--- config.mk ---
export PLATFORM = sky130hd
export DESIGN_NAME = hit_sensor_qualifier
export DESIGN_NICKNAME = d
export VERILOG_FILES = /design/src/rtl/hsq_pkg.sv /design/src/rtl/hit_sensor_qualifier.sv
export SDC_FILE = /design/constraint.sdc
export NUM_CORES = 1
export LEC_CHECK = 0
export CAP_MARGIN = 20
export CELL_PAD_IN_SITES_DETAIL_PLACEMENT = 1
export CELL_PAD_IN_SITES_GLOBAL_PLACEMENT = 1
export CORE_AREA = 2 2 354 181
export CTS_CLUSTER_SIZE = 28
export DETAILED_ROUTE_END_ITERATION = 8
export DIE_AREA = 0 0 356 183
export DONT_BUFFER_PORTS = 1
export PLACE_DENSITY_LB_ADDON = 0.1
export SETUP_SLACK_MARGIN = 0.1
export SYNTH_ARGS = -nofsm -noshare
export SYNTH_HDL_FRONTEND = slang
export SYNTH_SLANG_ARGS = --single-unit
--- constraint.sdc ---
create_clock -name clk -period 7.3 [get_ports clk]
set_input_delay 1.46 -clock clk [delete_from_list [all_inputs] [get_ports clk]]
set_output_delay 1.46 -clock clk [all_outputs]
set_load 0.05 [all_outputs]
--- src/rtl/hsq_pkg.sv ---
// Package for the hit sensor qualifier: constants, register and event codes,
// item structs. No dependencies.
`default_nettype none

package hsq_pkg;

  localparam int LINE_SLOTS = 3;
  localparam int NUM_LINES = 3;
  localparam int LINES_USED = (NUM_LINES < LINE_SLOTS) ? NUM_LINES : LINE_SLOTS;
  localparam int EV_SLOTS = 2 * LINE_SLOTS;
  localparam int SLOT_W = $clog2(EV_SLOTS);
  localparam int LINE_W = $clog2(LINE_SLOTS);

  localparam int DISCONNECT_TICKS_DEF = 10000;
  localparam int REMIND_ROUNDS_DEF = 30;

  localparam int CAL_W = 16;
  localparam int QUIET_W = CAL_W + 1;
  localparam logic [CAL_W-1:0] GAP_RESET = 16'd100;
  localparam logic [CAL_W-1:0] THR_RESET = 16'd4;
  localparam logic [LINE_SLOTS-1:0] INVERT_RESET = 3'b000;
  localparam logic [LINE_SLOTS-1:0] LEVEL_RESET = 3'b111;

  typedef enum logic [2:0] {
    CFG_GAP_FRONT,
    CFG_GAP_BACK,
    CFG_GAP_ENGINE,
    CFG_THR_FRONT,
    CFG_THR_BACK,
    CFG_THR_ENGINE,
    CFG_INVERT,
    CFG_ACTIVE_LEVEL
  } cfg_index_t;

  typedef enum logic [2:0] {
    EV_HIT        = 3'd0,
    EV_DISCONNECT = 3'd1,
    EV_REMIND     = 3'd2,
    EV_RECONNECT  = 3'd3,
    EV_BURST_END  = 3'd4
  } event_kind_t;

  typedef struct packed {
    logic       level_front;
    logic       level_back;
    logic       level_engine;
    logic [2:0] blank_mask;
  } in_item_t;

  typedef struct packed {
    logic [1:0]  line_index;
    event_kind_t event_kind;
    logic [15:0] magnitude;
    logic        last_event;
  } out_item_t;

endpackage

`default_nettype wire

--- src/rtl/hit_sensor_qualifier.sv ---
// Hit sensor qualifier: takes one tick of raw line levels per input item and
// reports hits, burst ends and disconnect events. Uses hsq_pkg.
//
// An item is taken into an input register and handled once the event buffer
// has drained: all three lines update their counters in one pass and their
// events (at most two per line, six per item) load an event buffer. Events
// leave one per cycle while the output is not stalled, through the output
// register, lines in order front, back, engine, and the last event of an item
// carries last_event. Quiet ticks, which cause no event, stream at one item
// per clock; an item with events holds the next item in the input register
// while the event buffer drains. The configuration port is always ready;
// writes must be made while the block is idle; the block does not enforce it.
`default_nettype none

module hit_sensor_qualifier #(
  parameter int DISCONNECT_TICKS = hsq_pkg::DISCONNECT_TICKS_DEF,
  parameter int REMIND_ROUNDS = hsq_pkg::REMIND_ROUNDS_DEF
) (
  input  wire logic               clk,
  input  wire logic               rst,
  input  wire logic               in_valid,
  output logic                    in_ready,
  input  wire hsq_pkg::in_item_t  in_item,
  output logic                    out_valid,
  input  wire logic               out_ready,
  output hsq_pkg::out_item_t      out_item,
  input  wire logic               cfg_valid,
  output logic                    cfg_ready,
  input  wire hsq_pkg::cfg_index_t cfg_index,
  input  wire logic [15:0]        cfg_data
);
  import hsq_pkg::*;

  localparam int HW = (DISCONNECT_TICKS > 1) ? $clog2(DISCONNECT_TICKS + 1) : 1;
  localparam int RW = (REMIND_ROUNDS > 1) ? $clog2(REMIND_ROUNDS + 1) : 1;
  localparam logic [HW-1:0] DT_VAL = HW'(DISCONNECT_TICKS);
  localparam logic [RW-1:0] RR_VAL = RW'(REMIND_ROUNDS);

  // configuration
  logic [CAL_W-1:0]      gap [LINE_SLOTS];
  logic [CAL_W-1:0]      threshold [LINE_SLOTS];
  logic [LINE_SLOTS-1:0] invert_mask;
  logic [LINE_SLOTS-1:0] active_level_mask;

  // per line state
  logic [CAL_W-1:0]   active_count [LINE_SLOTS];
  logic [QUIET_W-1:0] quiet_count [LINE_SLOTS];
  logic               hit_latched [LINE_SLOTS];
  logic [HW-1:0]      high_count [LINE_SLOTS];
  logic [HW-1:0]      remind_low_count [LINE_SLOTS];
  logic [RW-1:0]      remind_high_count [LINE_SLOTS];
  logic               line_disconnected [LINE_SLOTS];

  logic [CAL_W-1:0]   active_count_next [LINE_SLOTS];
  logic [QUIET_W-1:0] quiet_count_next [LINE_SLOTS];
  logic               hit_latched_next [LINE_SLOTS];
  logic [HW-1:0]      high_count_next [LINE_SLOTS];
  logic [HW-1:0]      remind_low_count_next [LINE_SLOTS];
  logic [RW-1:0]      remind_high_count_next [LINE_SLOTS];
  logic               line_disconnected_next [LINE_SLOTS];

  // input register and event buffer
  in_item_t              in_r;
  logic                  in_r_valid;
  logic [EV_SLOTS-1:0]   pend;
  event_kind_t           ev_kind [EV_SLOTS];
  logic [CAL_W-1:0]      ev_mag [LINE_SLOTS];

  logic [EV_SLOTS-1:0]   pend_new;
  event_kind_t           ev_kind_new [EV_SLOTS];
  logic [CAL_W-1:0]      ev_mag_new [LINE_SLOTS];

  logic [LINE_SLOTS-1:0] lvl_vec;
  logic [SLOT_W-1:0]     sel_idx;
  logic [EV_SLOTS-1:0]   sel_mask;
  logic [EV_SLOTS-1:0]   pend_after;
  logic                  move;
  logic                  proc_go;

  logic                  cal_wr;
  logic                  cal_gap;
  logic [LINE_W-1:0]     cal_line;
  logic [CAL_W-1:0]      cal_val;

  assign lvl_vec = {in_r.level_engine, in_r.level_back, in_r.level_front};

  // pick the lowest pending event slot
  always_comb begin
    sel_idx = '0;
    for (int k = EV_SLOTS - 1; k >= 0; k--) begin
      if (pend[k]) begin
        sel_idx = SLOT_W'(k);
      end
    end
  end

  assign sel_mask   = EV_SLOTS'(1) << sel_idx;
  assign move       = (pend != '0) && (!out_valid || out_ready);
  assign pend_after = move ? (pend & ~sel_mask) : pend;
  assign proc_go    = in_r_valid && (pend_after == '0);
  assign in_ready   = !in_r_valid || proc_go;
  assign cfg_ready  = 1'b1;

  // one pass over all lines
  always_comb begin
    logic             lvl;
    logic             act;
    logic             disc_now;
    logic [CAL_W-1:0] act_inc;
    lvl      = 1'b0;
    act      = 1'b0;
    disc_now = 1'b0;
    act_inc  = '0;
    for (int i = 0; i < LINE_SLOTS; i++) begin
      active_count_next[i]      = active_count[i];
      quiet_count_next[i]       = quiet_count[i];
      hit_latched_next[i]       = hit_latched[i];
      high_count_next[i]        = high_count[i];
      remind_low_count_next[i]  = remind_low_count[i];
      remind_high_count_next[i] = remind_high_count[i];
      line_disconnected_next[i] = line_disconnected[i];
      pend_new[2*i]             = 1'b0;
      pend_new[2*i+1]           = 1'b0;
      ev_kind_new[2*i]          = EV_DISCONNECT;
      ev_kind_new[2*i+1]        = EV_HIT;
      ev_mag_new[i]             = '0;
      if (i < LINES_USED) begin
        lvl      = lvl_vec[i];
        disc_now = line_disconnected[i];
        if (lvl) begin
          if (high_count[i] == DT_VAL) begin
            if (!disc_now) begin
              disc_now      = 1'b1;
              pend_new[2*i] = 1'b1;
            end else if (remind_low_count[i] == DT_VAL) begin
              remind_low_count_next[i] = '0;
              if (remind_high_count[i] == RR_VAL) begin
                remind_high_count_next[i] = '0;
                pend_new[2*i]             = 1'b1;
                ev_kind_new[2*i]          = EV_REMIND;
              end else begin
                remind_high_count_next[i] = remind_high_count[i] + 1'b1;
              end
            end else begin
              remind_low_count_next[i] = remind_low_count[i] + 1'b1;
            end
          end else begin
            high_count_next[i] = high_count[i] + 1'b1;
          end
        end else if (high_count[i] == '0) begin
          if (disc_now) begin
            disc_now         = 1'b0;
            pend_new[2*i]    = 1'b1;
            ev_kind_new[2*i] = EV_RECONNECT;
          end
        end else begin
          high_count_next[i] = high_count[i] - 1'b1;
        end
        line_disconnected_next[i] = disc_now;

        // hit integration on connected, unblanked lines
        if (!in_r.blank_mask[i] && !disc_now) begin
          act = (lvl == active_level_mask[i]) ^ invert_mask[i];
          if (act) begin
            act_inc = (active_count[i] == '1) ? active_count[i] : active_count[i] + 1'b1;
            active_count_next[i] = act_inc;
            quiet_count_next[i]  = '0;
            if (!hit_latched[i] && act_inc == threshold[i]) begin
              hit_latched_next[i] = 1'b1;
              pend_new[2*i+1]     = 1'b1;
              ev_mag_new[i]       = act_inc;
            end
          end else if (quiet_count[i] < {1'b0, gap[i]}) begin
            quiet_count_next[i] = quiet_count[i] + 1'b1;
          end else if (quiet_count[i] == {1'b0, gap[i]}) begin
            quiet_count_next[i]  = quiet_count[i] + 1'b1;
            pend_new[2*i+1]      = 1'b1;
            ev_kind_new[2*i+1]   = EV_BURST_END;
            ev_mag_new[i]        = active_count[i];
            active_count_next[i] = '0;
            hit_latched_next[i]  = 1'b0;
          end
        end
      end
    end
  end

  // decode calibration writes
  always_comb begin
    cal_wr   = 1'b0;
    cal_gap  = 1'b0;
    cal_line = '0;
    case (cfg_index)
      CFG_GAP_FRONT: begin
        cal_wr  = 1'b1;
        cal_gap = 1'b1;
      end
      CFG_GAP_BACK: begin
        cal_wr   = 1'b1;
        cal_gap  = 1'b1;
        cal_line = LINE_W'(1);
      end
      CFG_GAP_ENGINE: begin
        cal_wr   = 1'b1;
        cal_gap  = 1'b1;
        cal_line = LINE_W'(2);
      end
      CFG_THR_FRONT: begin
        cal_wr = 1'b1;
      end
      CFG_THR_BACK: begin
        cal_wr   = 1'b1;
        cal_line = LINE_W'(1);
      end
      CFG_THR_ENGINE: begin
        cal_wr   = 1'b1;
        cal_line = LINE_W'(2);
      end
      default: begin
      end
    endcase
  end

  // zero is stored as one
  assign cal_val = (cfg_data == '0) ? CAL_W'(1) : cfg_data;

  always_ff @(posedge clk) begin
    if (rst) begin
      in_r_valid        <= 1'b0;
      out_valid         <= 1'b0;
      pend              <= '0;
      invert_mask       <= INVERT_RESET;
      active_level_mask <= LEVEL_RESET;
      for (int i = 0; i < LINE_SLOTS; i++) begin
        gap[i]               <= GAP_RESET;
        threshold[i]         <= THR_RESET;
        active_count[i]      <= '0;
        quiet_count[i]       <= '0;
        hit_latched[i]       <= 1'b1;
        high_count[i]        <= '0;
        remind_low_count[i]  <= '0;
        remind_high_count[i] <= '0;
        line_disconnected[i] <= 1'b0;
      end
    end else begin
      in_r_valid <= (in_valid && in_ready) || (in_r_valid && !proc_go);

      if (proc_go) begin
        pend <= pend_new;
        for (int i = 0; i < LINE_SLOTS; i++) begin
          active_count[i]      <= active_count_next[i];
          quiet_count[i]       <= quiet_count_next[i];
          hit_latched[i]       <= hit_latched_next[i];
          high_count[i]        <= high_count_next[i];
          remind_low_count[i]  <= remind_low_count_next[i];
          remind_high_count[i] <= remind_high_count_next[i];
          line_disconnected[i] <= line_disconnected_next[i];
        end
      end else begin
        pend <= pend_after;
      end

      if (move) begin
        out_valid <= 1'b1;
      end else if (out_ready) begin
        out_valid <= 1'b0;
      end

      if (cfg_valid) begin
        if (cal_wr) begin
          if (cal_gap) begin
            gap[cal_line] <= cal_val;
          end else begin
            threshold[cal_line] <= cal_val;
          end
          active_count[cal_line] <= '0;
          hit_latched[cal_line]  <= 1'b0;
        end
        if (cfg_index == CFG_INVERT) begin
          // lock every line whose sense flips
          for (int i = 0; i < LINE_SLOTS; i++) begin
            if (cfg_data[i] != invert_mask[i]) begin
              hit_latched[i] <= 1'b1;
            end
          end
          invert_mask <= cfg_data[LINE_SLOTS-1:0];
        end
        if (cfg_index == CFG_ACTIVE_LEVEL) begin
          active_level_mask <= cfg_data[LINE_SLOTS-1:0];
        end
      end
    end
  end

  // payload registers
  always_ff @(posedge clk) begin
    if (in_valid && in_ready) begin
      in_r <= in_item;
    end
    if (proc_go) begin
      for (int k = 0; k < EV_SLOTS; k++) begin
        ev_kind[k] <= ev_kind_new[k];
      end
      for (int i = 0; i < LINE_SLOTS; i++) begin
        ev_mag[i] <= ev_mag_new[i];
      end
    end
    if (move) begin
      out_item.line_index <= 2'(sel_idx[SLOT_W-1:1]);
      out_item.event_kind <= ev_kind[sel_idx];
      out_item.magnitude  <= sel_idx[0] ? ev_mag[sel_idx[SLOT_W-1:1]] : '0;
      out_item.last_event <= (pend_after == '0);
    end
  end

endmodule

`default_nettype wire

### After elaboration in Yosys (flattened, before gate mapping)

Memories as Yosys holds them, arrays and structs flattened. A register that Yosys moved wholly into a read port is not among the register bits.
Cells that the tools add are included.

| word-level totals | value |
|---|---|
| bits in registers | 23 |
| latch bits | 0 |
| memory bits (writable) | 366 |
| ROM bits | 0 |
| input port bits | 30 |
| output and inout port bits | 25 |
| word-level logic and storage cells | 396 |
| memories kept | 11 |

Memories:

| name | words | width | rd ports | clocked after memory_dff | wr ports | RTL line | source |
|---|---|---|---|---|---|---|---|
| quiet_count | 3 | 17 | 3 | 0 | 3 | hit_sensor_qualifier.sv:47 | `logic [QUIET_W-1:0] quiet_count [LINE_SLOTS];` |
| active_count | 3 | 16 | 3 | 0 | 4 | hit_sensor_qualifier.sv:46 | `logic [CAL_W-1:0] active_count [LINE_SLOTS];` |
| ev_mag | 3 | 16 | 1 | 1 | 3 | hit_sensor_qualifier.sv:67 | `logic [CAL_W-1:0] ev_mag [LINE_SLOTS];` |
| gap | 3 | 16 | 3 | 0 | 3 | hit_sensor_qualifier.sv:40 | `logic [CAL_W-1:0] gap [LINE_SLOTS];` |
| threshold | 3 | 16 | 3 | 0 | 3 | hit_sensor_qualifier.sv:41 | `logic [CAL_W-1:0] threshold [LINE_SLOTS];` |
| high_count | 3 | 14 | 3 | 0 | 3 | hit_sensor_qualifier.sv:49 | `logic [HW-1:0] high_count [LINE_SLOTS];` |
| 5 more memories | - | - | - | - | - | - |  |

| operators by class | value |
|---|---|
| $add $sub $neg | 18 |
| multipliers | 0 |
| divide/modulo/power cells | 0 |
| magnitude comparators | 3 |
| eq/ne operators | 31 |
| shift-type cells | 1 |
| muxes and demuxes | 250 |
| bitwise operators | 29 |
| reductions and logical operators | 42 |

Operators with widths:

| kind | number |
|---|---|
| $mux W16 | 36 |
| $mux W14 | 27 |
| $mux W17 | 15 |
| $mux W1 | 110 |
| $mux W5 | 18 |
| $add A14 B1 Y14 const B | 6 |
| $eq A14 B14 Y1 const B | 6 |
| $mux W3 | 21 |
| $add A17 B1 Y17 const B | 3 |
| $eq A17 B16 Y1 | 3 |
| $lt A17 B16 Y1 | 3 |
| $add A16 B1 Y16 const B | 3 |
| $eq A16 B16 Y1 | 3 |
| $eq A16 B16 Y1 const B | 3 |
| $logic_not A14 Y1 | 3 |
| $sub A14 B1 Y14 const B | 3 |
| $mux W2 | 20 |
| $reduce_or A16 Y1 | 2 |
| $or A1 B1 Y1 | 24 |
| $logic_not A16 Y1 | 1 |
| $add A5 B1 Y5 const B | 3 |
| $eq A5 B5 Y1 const B | 3 |
| $logic_not A1 Y1 | 13 |
| $eq A3 B3 Y1 const B | 4 |
| other kinds (20) | 41 |

### Logic depth before layout (Yosys ltp)

Gate-level depths: netlist of the first run.

| logic depth | value |
|---|---|
| word-level depth | 17 |
| gate-level depth with buffers | 14 |
| mapped depth without buffers | 11 |

### Worst setup path after synthesis of the first run

No wires, ideal clock.

| path | value |
|---|---|
| path kind | input to register |
| start | in out_ready |
| end | mem active_count[2][0] |
| library setup time | 0.074 ns |
| data arrival time | 5.673 ns |
| slack | 1.553 ns |
| stages on the path | 11 |
| buffers on the path | 2 |
| path through | nand2b_1 nand3_1 o21ai_0 nand4_1 inv_1 clkbuf_1 nand2_1 nor3_1 clkbuf_1 nand2_1 a31oi_1 |

RTL lines:

| what | RTL line | source |
|---|---|---|
| from (decl) | hit_sensor_qualifier.sv:25 | `input wire logic out_ready,` |
| to (decl) | hit_sensor_qualifier.sv:46 |  |

==> impl_results.md, run 1 <==
- Cells after Synth: 2405
- Buffers inserted during post-CTS setup optimization: 0
- Antenna violations before repair: 6
- Worst Setup Start Kind: flip-flop
- Achievable frequency: 198 MHz
- Sequential element share of the synthesized area: 0.485
- Global-route congestion overflow total: 0
- Biggest area consumer among synthesized cells: sky130_fd_sc_hd__edfxtp_1
- All-Layer GR Usage: 0.237
- Clock buffers created by TritonCTS: 43
- Path type of the worst setup path: flip-flop to flip-flop
- Pwr per Cell Area: 215 nW/um^2
- Global-route wire length before repair: 117 mm
- I/O pin count: 55
- Flop and latch count out of synthesis: 399
- Leakage dissipation: 9.14 nW
- Drt first-iter violations: 1833
- Pin count of the biggest net entering global routing: 45
- Setup TNS: 0 ns
- HPWL after detailed placement: 58.0 mm
- Maximum root-to-sink buffer count: 3
- Cell with the most instances after synthesis: sky130_fd_sc_hd__edfxtp_1
- Die span in x: 356 um
- DRC viols: 0
- Async SR Flop Fraction: 0
- Area enclosed by the die boundary: 65100 um^2
- Final Hold Violating Endpoints: 0
- Pre-CTS setup slack: 2.38 ns
- Detailed-routing iteration count for the pre-antenna-repair pass: 5
- Worst IR drop on VDD: 0.000178 V
- Number of slew-limit violations in the final report: 0
- Slew Limit Headroom: 0.261
- CTS Hold Buffers Added: 0
- Routed vias: 18500
- RePlAce Congestion: 0.936
- Area inside the core boundary: 62100 um^2
- Final setup slack of the worst path: 2.24 ns
- Via count of the first global-routing pass: 18100
- Number of buffers added on ports: 0
- Count of different cell masters after synthesis: 78
- Finish-stage setup viols: 0
- Final antenna-violating net count: 0
- CTS tree: built
- Outcome: complete, no violations
- Post-layout net count: 2504
- Mean routed wirelength per cell: 23.8 um
- Post-CTS clock slew at the launch and capture registers of the worst setup and hold paths: 0.07 ns
- Biggest area contributors in the synthesized netlist: sky130_fd_sc_hd__edfxtp_1 43%, sky130_fd_sc_hd__dfxtp_1 5.6%, sky130_fd_sc_hd__ha_1 5.5%
- Layout Area Growth over Synthesis: 9.97%
- H-tree levels: 2
- Final setup skew: 0.0251 ns
- Final critical path time including I/O delays and setup: 5.06 ns
- Per-cell via count in the routed design: 5.71
- Setup repair after global routing missed its margin: no
- Chip Height: 183 um
- Clock latency on the worst-skew pair: 0.59 ns
- CTS root buffer: sky130_fd_sc_hd__clkbuf_16
- Total number of clock tree sinks: 399
- Maxcap violations: 0
- Share of cells above drive strength 1: 0.0574
- Data required time at the worst endpoint: 7.72 ns
- Number of enable-type register cells in the synthesized netlist: 334
- Largest fanout on the critical path: 32
- Total wire length: 77.1 mm
- Initial core utilization: 0.376
- Total nets after synthesis: 2540
- Top post-synthesis cells by count: 334 x sky130_fd_sc_hd__edfxtp_1, 268 x sky130_fd_sc_hd__nor2_1, 212 x sky130_fd_sc_hd__nand2_1
- Fraction of post-synthesis cell area in the top cell type by area: 0.430
- Type of the worst min-delay path: flip-flop to flip-flop
- Nature of the critical path endpoint: flip-flop
- Pin slew with the least headroom to its limit: 1.11 ns
- Yosys synthesis warning count: 0
- Post-Synthesis Mean Instance Area: 9.71 um^2
- Post-cts repair resize count: 0
- Main flop type after synthesis: sky130_fd_sc_hd__edfxtp_1
- Total standard cell area after synthesis: 23300 um^2
- Standard-cell rows: 65
- Arrival time of data at the critical path endpoint: 5.48 ns
- Final clock period utilization by the worst path: 0.693
worst paths after layout:
kind / start / end / slack (ns) / cells past startpoint
setup / recovery: active_count[0][0] / ev_mag[0][1] / 2.24 / 11
hold / removal: invert_mask[1] / invert_mask[1] / 0.52 / 2
setup reg to reg: active_count[0][0] / ev_mag[0][1] / 2.24 / 11
hold reg to reg: invert_mask[1] / invert_mask[1] / 0.52 / 2
power breakdown:
group | internal, mW | leakage [nW] | switching, mW
combinational | 0.194 | 4.61 | 0.300
sequential | 2.58 | 3.84 | 0.109
clock | 1.31 | 0.692 | 1.01
total | 4.09 | 9.14 | 1.42
critical path, stage by stage, from the launching register on:
cell,delay [ns]
sky130_fd_sc_hd__dfxtp_1,0.55
sky130_fd_sc_hd__ha_1,0.62
sky130_fd_sc_hd__inv_1,0.22
sky130_fd_sc_hd__nor3_2,0.61
sky130_fd_sc_hd__nand2_1,0.48
sky130_fd_sc_hd__and4_1,0.33
sky130_fd_sc_hd__or4_1,0.48
sky130_fd_sc_hd__or4_4,0.57
sky130_fd_sc_hd__nor4b_4,0.26
sky130_fd_sc_hd__buf_4,0.39
sky130_fd_sc_hd__a21oi_1,0.15
sky130_fd_sc_hd__o21ai_0,0.22
cell families (layout without fill, tap and decap cells):
kind of cell    after synthesis  count (layout)  share of synthesized area
simple gates               1020            1020                      0.218
compound gates              438             438                      0.118
flops                       399             399                      0.485
buf+inv                     226             225                     0.0377
xor+xnor                    186             186                     0.0698
fa+ha+maj                   105             105                     0.0572
mux                          30              30                     0.0130
other cells                   1               3                   0.000161
through the flow:
| stage | total power [mW] | cells | cell area [um^2] | hold WS [ns] | util |
|---|---|---|---|---|---|
| 2_1_floorplan | 3.06 | 2405 | 23300 | 0.466 | - |
| 3_3_place_gp | 3.21 | 3159 | 24200 | 0.479 | 0.390 |
| 3_5_place_dp | 3.23 | 3160 | 24200 | 0.496 | 0.390 |
| 4_1_cts | 5.56 | 3240 | 25700 | 0.508 | 0.413 |
| 5_1_grt | 5.72 | 3241 | 25700 | 0.536 | 0.413 |
| 6_report | 5.51 | 3243 | 25700 | 0.518 | 0.413 |
registers in the layout, summed over array words and instances, names as in the netlist, 9 cells and up:
signal             cells
active_count          48
ev_kind                9
ev_mag                48
gap                   48
high_count            42
out_item              22
quiet_count           51
remind_high_count     15
remind_low_count      42
threshold             48
layout by cell type (no fill, tap or decap), types with 7 or more instances in the layout:
cell type / n
sky130_fd_sc_hd__clkbuf_16: 43
sky130_fd_sc_hd__nor4_1: 35
sky130_fd_sc_hd__a221oi_1: 7
sky130_fd_sc_hd__nor2b_1: 18
sky130_fd_sc_hd__and2_1: 97
sky130_fd_sc_hd__nor2_1: 266
sky130_fd_sc_hd__nand2b_1: 30
sky130_fd_sc_hd__nand3_1: 128
sky130_fd_sc_hd__nand4_1: 48
sky130_fd_sc_hd__a21oi_1: 147
sky130_fd_sc_hd__or4_1: 11
sky130_fd_sc_hd__a311oi_1: 20
sky130_fd_sc_hd__o21ai_1: 7
sky130_fd_sc_hd__a22o_1: 9
sky130_fd_sc_hd__and4_1: 17
sky130_fd_sc_hd__dfxtp_1: 65
sky130_fd_sc_hd__o31ai_1: 13
sky130_fd_sc_hd__o21ai_0: 82
sky130_fd_sc_hd__xor2_1: 93
sky130_fd_sc_hd__ha_1: 102
sky130_fd_sc_hd__clkinv_2: 7
sky130_fd_sc_hd__mux2i_1: 27
sky130_fd_sc_hd__xnor2_1: 93
sky130_fd_sc_hd__nor3_1: 45
sky130_fd_sc_hd__clkinv_1: 12
sky130_fd_sc_hd__or2_2: 11
sky130_fd_sc_hd__inv_1: 108
sky130_fd_sc_hd__or3_1: 18
sky130_fd_sc_hd__and3_1: 62
sky130_fd_sc_hd__a31oi_1: 42
sky130_fd_sc_hd__a21o_1: 27
sky130_fd_sc_hd__a211o_1: 8
sky130_fd_sc_hd__nand2_1: 212
sky130_fd_sc_hd__buf_4: 33
sky130_fd_sc_hd__o21bai_1: 12
sky130_fd_sc_hd__o21a_1: 8
sky130_fd_sc_hd__edfxtp_1: 334
cell type report:
type / count / area (um^2)
clock buffers: 48 / 1100
inverters: 111 / 417
clock inverters: 32 / 327
multi-input cells: 1780 / 11200
well taps: 837 / 1050
flip-flops and latches: 399 / 11300
repair buffers: 34 / 253
fillers: 6982 / 36500
diodes: 2 / 5.00
per-layer routing:
layer / global-route usage / wire length, um
met2: 0.298 / 28000
met3: 0.0557 / 5760
met5: 0 / 0
met4: 0.0380 / 906
met1: 0.398 / 42400
(Power assumes the default switching activity.)
==> inputs of run 2 (changes only) <==
- clock period: 7.3 -> 4.3 ns (I/O delays scaled with it)
==> impl_results.md, run 2 (synthesis gave the netlist of run 1 again) <==
- Outcome: complete, no violations
- Placed cell count: 3215
- Top layer in use: met5
- Final antenna-violating net count: 0
- Layout Cell Area excl Fill: 26100 um^2
- DRC viols: 0
- Achievable frequency: 247 MHz
- Finish-stage setup viols: 0
- All-Layer GR Usage: 0.238
- Leakage dissipation: 9.39 nW
- Hold Worst Slack: 0.352 ns
- Total wire length: 77.6 mm
- Slowest cell delay on critical path: 0.61 ns
- Flip-flop count of the largest register after layout: 51
- Pin slew with the least headroom to its limit: 0.948 ns
- Routed vias: 18800
- Post-layout net count: 2557
- Post-CTS clock slew at the launch and capture registers of the worst setup and hold paths: 0.07 ns
- Number of buffers added on ports: 0
- Final setup skew: 0.0388 ns
- Most used cells in the layout excluding fill and tap cells: 334 x sky130_fd_sc_hd__edfxtp_1, 266 x sky130_fd_sc_hd__nor2_1, 212 x sky130_fd_sc_hd__nand2_1
- Path type of the worst setup path: flip-flop to flip-flop
- Hold path startpoint: rst
- Per-cell via count in the routed design: 5.70
- Pwr per Cell Area: 355 nW/um^2
- Number of slew-limit violations in the final report: 0
- Antenna violations before repair: 10
- Initial core utilization: 0.376
- Via count of the first global-routing pass: 18600
- Cell Chain, Critical Path: nand4_4, or4_4, or3_1, and4_1, or4_1, or4_4, nor4b_4, buf_12, a21oi_1, o21ai_0
- Filler cell count in the final layout: 6999
- Final setup slack of the worst path: 0.258 ns
- Final clock period utilization by the worst path: 0.940
- Setup repair after global routing missed its margin: no
- I/O pin count: 55
- Beginning of the critical path: active_count[0][4]
- Placed Instance Area: 24700 um^2
- Type of the worst min-delay path: input pin to flip-flop
- Maxcap violations: 0
- Total number of clock tree sinks: 399
- Area enclosed by the die boundary: 65100 um^2
- Worst Setup Start Kind: flip-flop
- Slew Limit Headroom: 0.351
- Routed length on met3: 5.76 mm
- Highest-delay cell along the critical path: sky130_fd_sc_hd__or4_4
- Non-filler cells in the finished layout: 3293
- Largest fanout on the critical path: 32
- H-tree levels: 2
- Most common cell after layout, fill and taps aside: sky130_fd_sc_hd__edfxtp_1
- HPWL after detailed placement: 58.4 mm
- Standard-cell rows: 65
- Post-layout power: 9.26 mW
- Most flops, register: quiet_count
- Pin count of the biggest net entering global routing: 47
- Chip Height: 183 um
- Die span in x: 356 um
- Layout Area Growth over Synthesis: 11.8%
- Global-route wire length before repair: 118 mm
- Clock latency on the worst-skew pair: 0.59 ns
- Final core utilization: 0.420
- Final critical path time including I/O delays and setup: 4.04 ns
- Drt first-iter violations: 1825
- Global-route congestion overflow total: 0
- Pre-CTS setup slack: 0.0488 ns
- CTS root buffer: sky130_fd_sc_hd__clkbuf_16
- Detailed-routing iteration count for the pre-antenna-repair pass: 5
- Metal2 WL: 29.0 mm
- Metal-1 WL: 41.7 mm
- Worst IR drop on VDD: 0.000244 V
- Arrival time of data at the critical path endpoint: 4.45 ns
- RePlAce Congestion: 0.936
- CTS tree: built
- Area inside the core boundary: 62100 um^2
- Clock buffers created by TritonCTS: 42
- CP dominant cell by count: sky130_fd_sc_hd__or4_4
- Share of cells above drive strength 1: 0.0778
- Setup TNS: 0 ns
- Launch point of the worst reg-to-reg path: active_count[0][4]
- Maximum root-to-sink buffer count: 3
- Mean routed wirelength per cell: 23.6 um
- Nature of the critical path endpoint: flip-flop
- Final Hold Violating Endpoints: 0
- Data required time at the worst endpoint: 4.71 ns
[run 2: cell count changes in the layout (fill, tap and decap cells not counted), moves of 3 or more]
cell                       previous run  this run
sky130_fd_sc_hd__clkinv_2             7         4
sky130_fd_sc_hd__inv_6                4         0
sky130_fd_sc_hd__buf_4               33        85
sky130_fd_sc_hd__buf_12               0         3
sky130_fd_sc_hd__clkbuf_1             4         9
[run 2: path summary, 6_finish.rpt]
kind,to,slack (ns),cells after the start
worst min register to register,invert_mask[1],0.50,2
worst max-delay path,ev_mag[0][1],0.26,10
worst min-delay path,invert_mask[0],0.35,1
worst max register to register,ev_mag[0][1],0.26,10
[run 2: where the power goes]
group | leakage (nW) | switching (mW) | total, mW | internal [mW]
clock network | 0.663 | 1.69 | 3.82 | 2.14
registers | 3.84 | 0.182 | 4.57 | 4.38
logic | 4.89 | 0.529 | 0.873 | 0.344
total | 9.39 | 2.40 | 9.26 | 6.86
[run 2: critical path, delay by kind of cell (launching register included)]
| kind | cells | cell delay (ns) |
|---|---|---|
| DFF | 1 | 0.57 |
| buffers and inverters | 1 | 0.22 |
| and+or+nand+nor | 7 | 2.72 |
| AOI/OAI and AO/OA | 2 | 0.33 |
[run 2: cell type report]
class                           instances  area (um^2)  share of cell area
Clock inverter                         22          229             0.00877
Clock buffer                           55         1150              0.0441
Sequential cell                       399        11300               0.434
Multi-Input combinational cell       1780        11200               0.430
Tap cell                              837         1050              0.0401
Timing Repair Buffer                   88          698              0.0268
Inverter                              111          417              0.0160
Antenna cell                            1         2.50           0.0000959
[run 2: routing by layer]
layer  up-vias  track usage
li1       8748            -
met2       501        0.311
met3        71       0.0518
met5         -            0
met4         2       0.0368
met1      9438        0.392
[run 2: timing repair]
item,CTS,global route
setup buffers,0,0
gates resized for setup,1,8
hold buffers,0,0
setup endpoints to repair,1,20
==> inputs of run 3 (changes only) <==
==> constraint.sdc (replaced) <==
create_clock -name clk -period 4.3 [get_ports clk]
set_input_delay 0.86 -clock clk [delete_from_list [all_inputs] [get_ports clk]]
set_output_delay 0.86 -clock clk [all_outputs]
set_load 0.01 [all_outputs]
==> impl_results.md, run 3 (synthesis gave the netlist of run 1 again) <==
- CTS root buffer: sky130_fd_sc_hd__clkbuf_16
- Drt first-iter violations: 1844
- Finish-stage setup viols: 0
- H-tree levels: 2
- Antenna violations before repair: 10
- Clock buffers created by TritonCTS: 42
- Flip-flop count of the largest register after layout: 51
- HPWL after detailed placement: 58.1 mm
- Number of buffers added on ports: 0
- Type of the worst min-delay path: input pin to flip-flop
- Post-layout power: 9.05 mW
- Area inside the core boundary: 62100 um^2
- Final setup slack of the worst path: 0.261 ns
- Final core utilization: 0.418
- Worst IR drop on VDD: 0.000238 V
- DRC viols: 0
- Pwr per Cell Area: 348 nW/um^2
- Area enclosed by the die boundary: 65100 um^2
- Placed Instance Area: 24700 um^2
- Setup repair after global routing missed its margin: no
- Most common cell after layout, fill and taps aside: sky130_fd_sc_hd__edfxtp_1
- Leakage dissipation: 9.36 nW
- Diode count: 0
- Per-cell via count in the routed design: 5.69
- Via count of the first global-routing pass: 18500
- CTS tree: built
- Total wire length: 77.8 mm
- Most heavily used metal layer in global routing: met1
- Chip Height: 183 um
- Path type of the worst setup path: flip-flop to flip-flop
- Final clock period utilization by the worst path: 0.939
- Clock Power Share: 0.400
- Final critical path time including I/O delays and setup: 4.04 ns
- I/O pin count: 55
- Layout Area Growth over Synthesis: 11.3%
- Total number of clock tree sinks: 399
- Worst Setup Start Kind: flip-flop
- Slew Limit Headroom: 0.338
- GR met3 Demand/Resource: 0.0512
- Global-route wire length before repair: 118 mm
- Combinational Power Share: 0.096
- Nature of the critical path endpoint: flip-flop
- Achievable frequency: 248 MHz
- Post-CTS clock slew at the launch and capture registers of the worst setup and hold paths: 0.07 ns
- Share of cells above drive strength 1: 0.0749
- Maximum root-to-sink buffer count: 3
- Final setup skew: 0.0236 ns
- Initial core utilization: 0.376
- Cell Chain, Critical Path: nand4_4, or4_4, or3_1, and4_1, or4_1, or4_4, nor4b_4, buf_12, a21oi_1, o21ai_0
- Final antenna-violating net count: 0
- Mean routed wirelength per cell: 23.6 um
- Die span in x: 356 um
- CP dominant cell by count: sky130_fd_sc_hd__or4_4
- Buffers inserted during post-CTS setup optimization: 0
- Filler cell count in the final layout: 7008
- Arrival time of data at the critical path endpoint: 4.45 ns
- Final Hold Violating Endpoints: 0
- Pin count of the biggest net entering global routing: 66
- Pin slew with the least headroom to its limit: 0.991 ns
- Clock latency on the worst-skew pair: 0.58 ns
- Pre-CTS setup slack: 0.280 ns
- Layout Cell Area excl Fill: 26000 um^2
- Most used cells in the layout excluding fill and tap cells: 334 x sky130_fd_sc_hd__edfxtp_1, 266 x sky130_fd_sc_hd__nor2_1, 212 x sky130_fd_sc_hd__nand2_1
- GR Layer Usage met2: 0.300
- Slowest cell delay on critical path: 0.60 ns
- RePlAce Congestion: 0.920
- Maxcap violations: 0
- Setup TNS: 0 ns
- All-Layer GR Usage: 0.238
- Switching share of total power: 0.260
- Highest-delay cell along the critical path: sky130_fd_sc_hd__or4_4
- Detailed-routing iteration count for the pre-antenna-repair pass: 5
- Switching power: 2.35 mW
- Placed cell count: 3216
- Routed vias: 18700
- Outcome: complete, no violations
- Cell Int Power: 6.70 mW
- CTS Hold Buffers Added: 0
- Post-cts repair resize count: 0
- Non-filler cells in the finished layout: 3293
- Standard-cell rows: 65
- Global routing met1 resource utilization: 0.400
- Global-route congestion overflow total: 0
- Post-layout net count: 2558
- Hold Worst Slack: 0.369 ns
- Number of slew-limit violations in the final report: 0
- Most flops, register: quiet_count
- Largest fanout on the critical path: 32
- Data required time at the worst endpoint: 4.71 ns
- Sequential share of power: 0.504
## run 3: worst paths after layout
path	start	to	slack, ns	depth (start not counted)
worst min-delay path	rst	invert_mask[0]	0.37	1
worst min register to register	invert_mask[1]	invert_mask[1]	0.50	2
worst max-delay path	active_count[0][4]	ev_mag[0][1]	0.26	10
worst max register to register	active_count[0][4]	ev_mag[0][1]	0.26	10
## run 3: area by class of cell
| cell class | instances | area, um^2 | area share |
|---|---|---|---|
| Multi-Input combinational cell | 1780 | 11200 | 0.431 |
| Tap cell | 837 | 1050 | 0.0403 |
| Clock buffer | 60 | 1180 | 0.0454 |
| Timing Repair Buffer | 89 | 706 | 0.0272 |
| Sequential cell | 399 | 11300 | 0.436 |
| Clock inverter | 17 | 109 | 0.00419 |
| Inverter | 111 | 417 | 0.0160 |
## run 3: critical path, delay by kind of cell (launching register included)
kind                   cells  cell delay (ns)
buffers and inverters      1             0.23
flip-flops                 1             0.56
AND/OR/NAND/NOR            7             2.73
AO/OA/AOI/OAI              2             0.33
## run 3: routing by layer
layer | part of all wire | up-vias
met5 | 0 | -
met4 | 0.017 | 0
li1 | - | 8748
met3 | 0.075 | 71
met2 | 0.37 | 506
met1 | 0.54 | 9403
## run 3: power groups by stage
| stage | clock, mW | combinational, mW | sequential [mW] |
|---|---|---|---|
| CTS | 3.70 | 0.870 | 4.56 |
| finish | 3.62 | 0.870 | 4.56 |
| global route | 3.84 | 0.981 | 4.59 |
| floorplan | 0 | 0.627 | 4.56 |
| detailed placement | 0 | 0.860 | 4.64 |
| global placement | 0 | 0.828 | 4.64 |
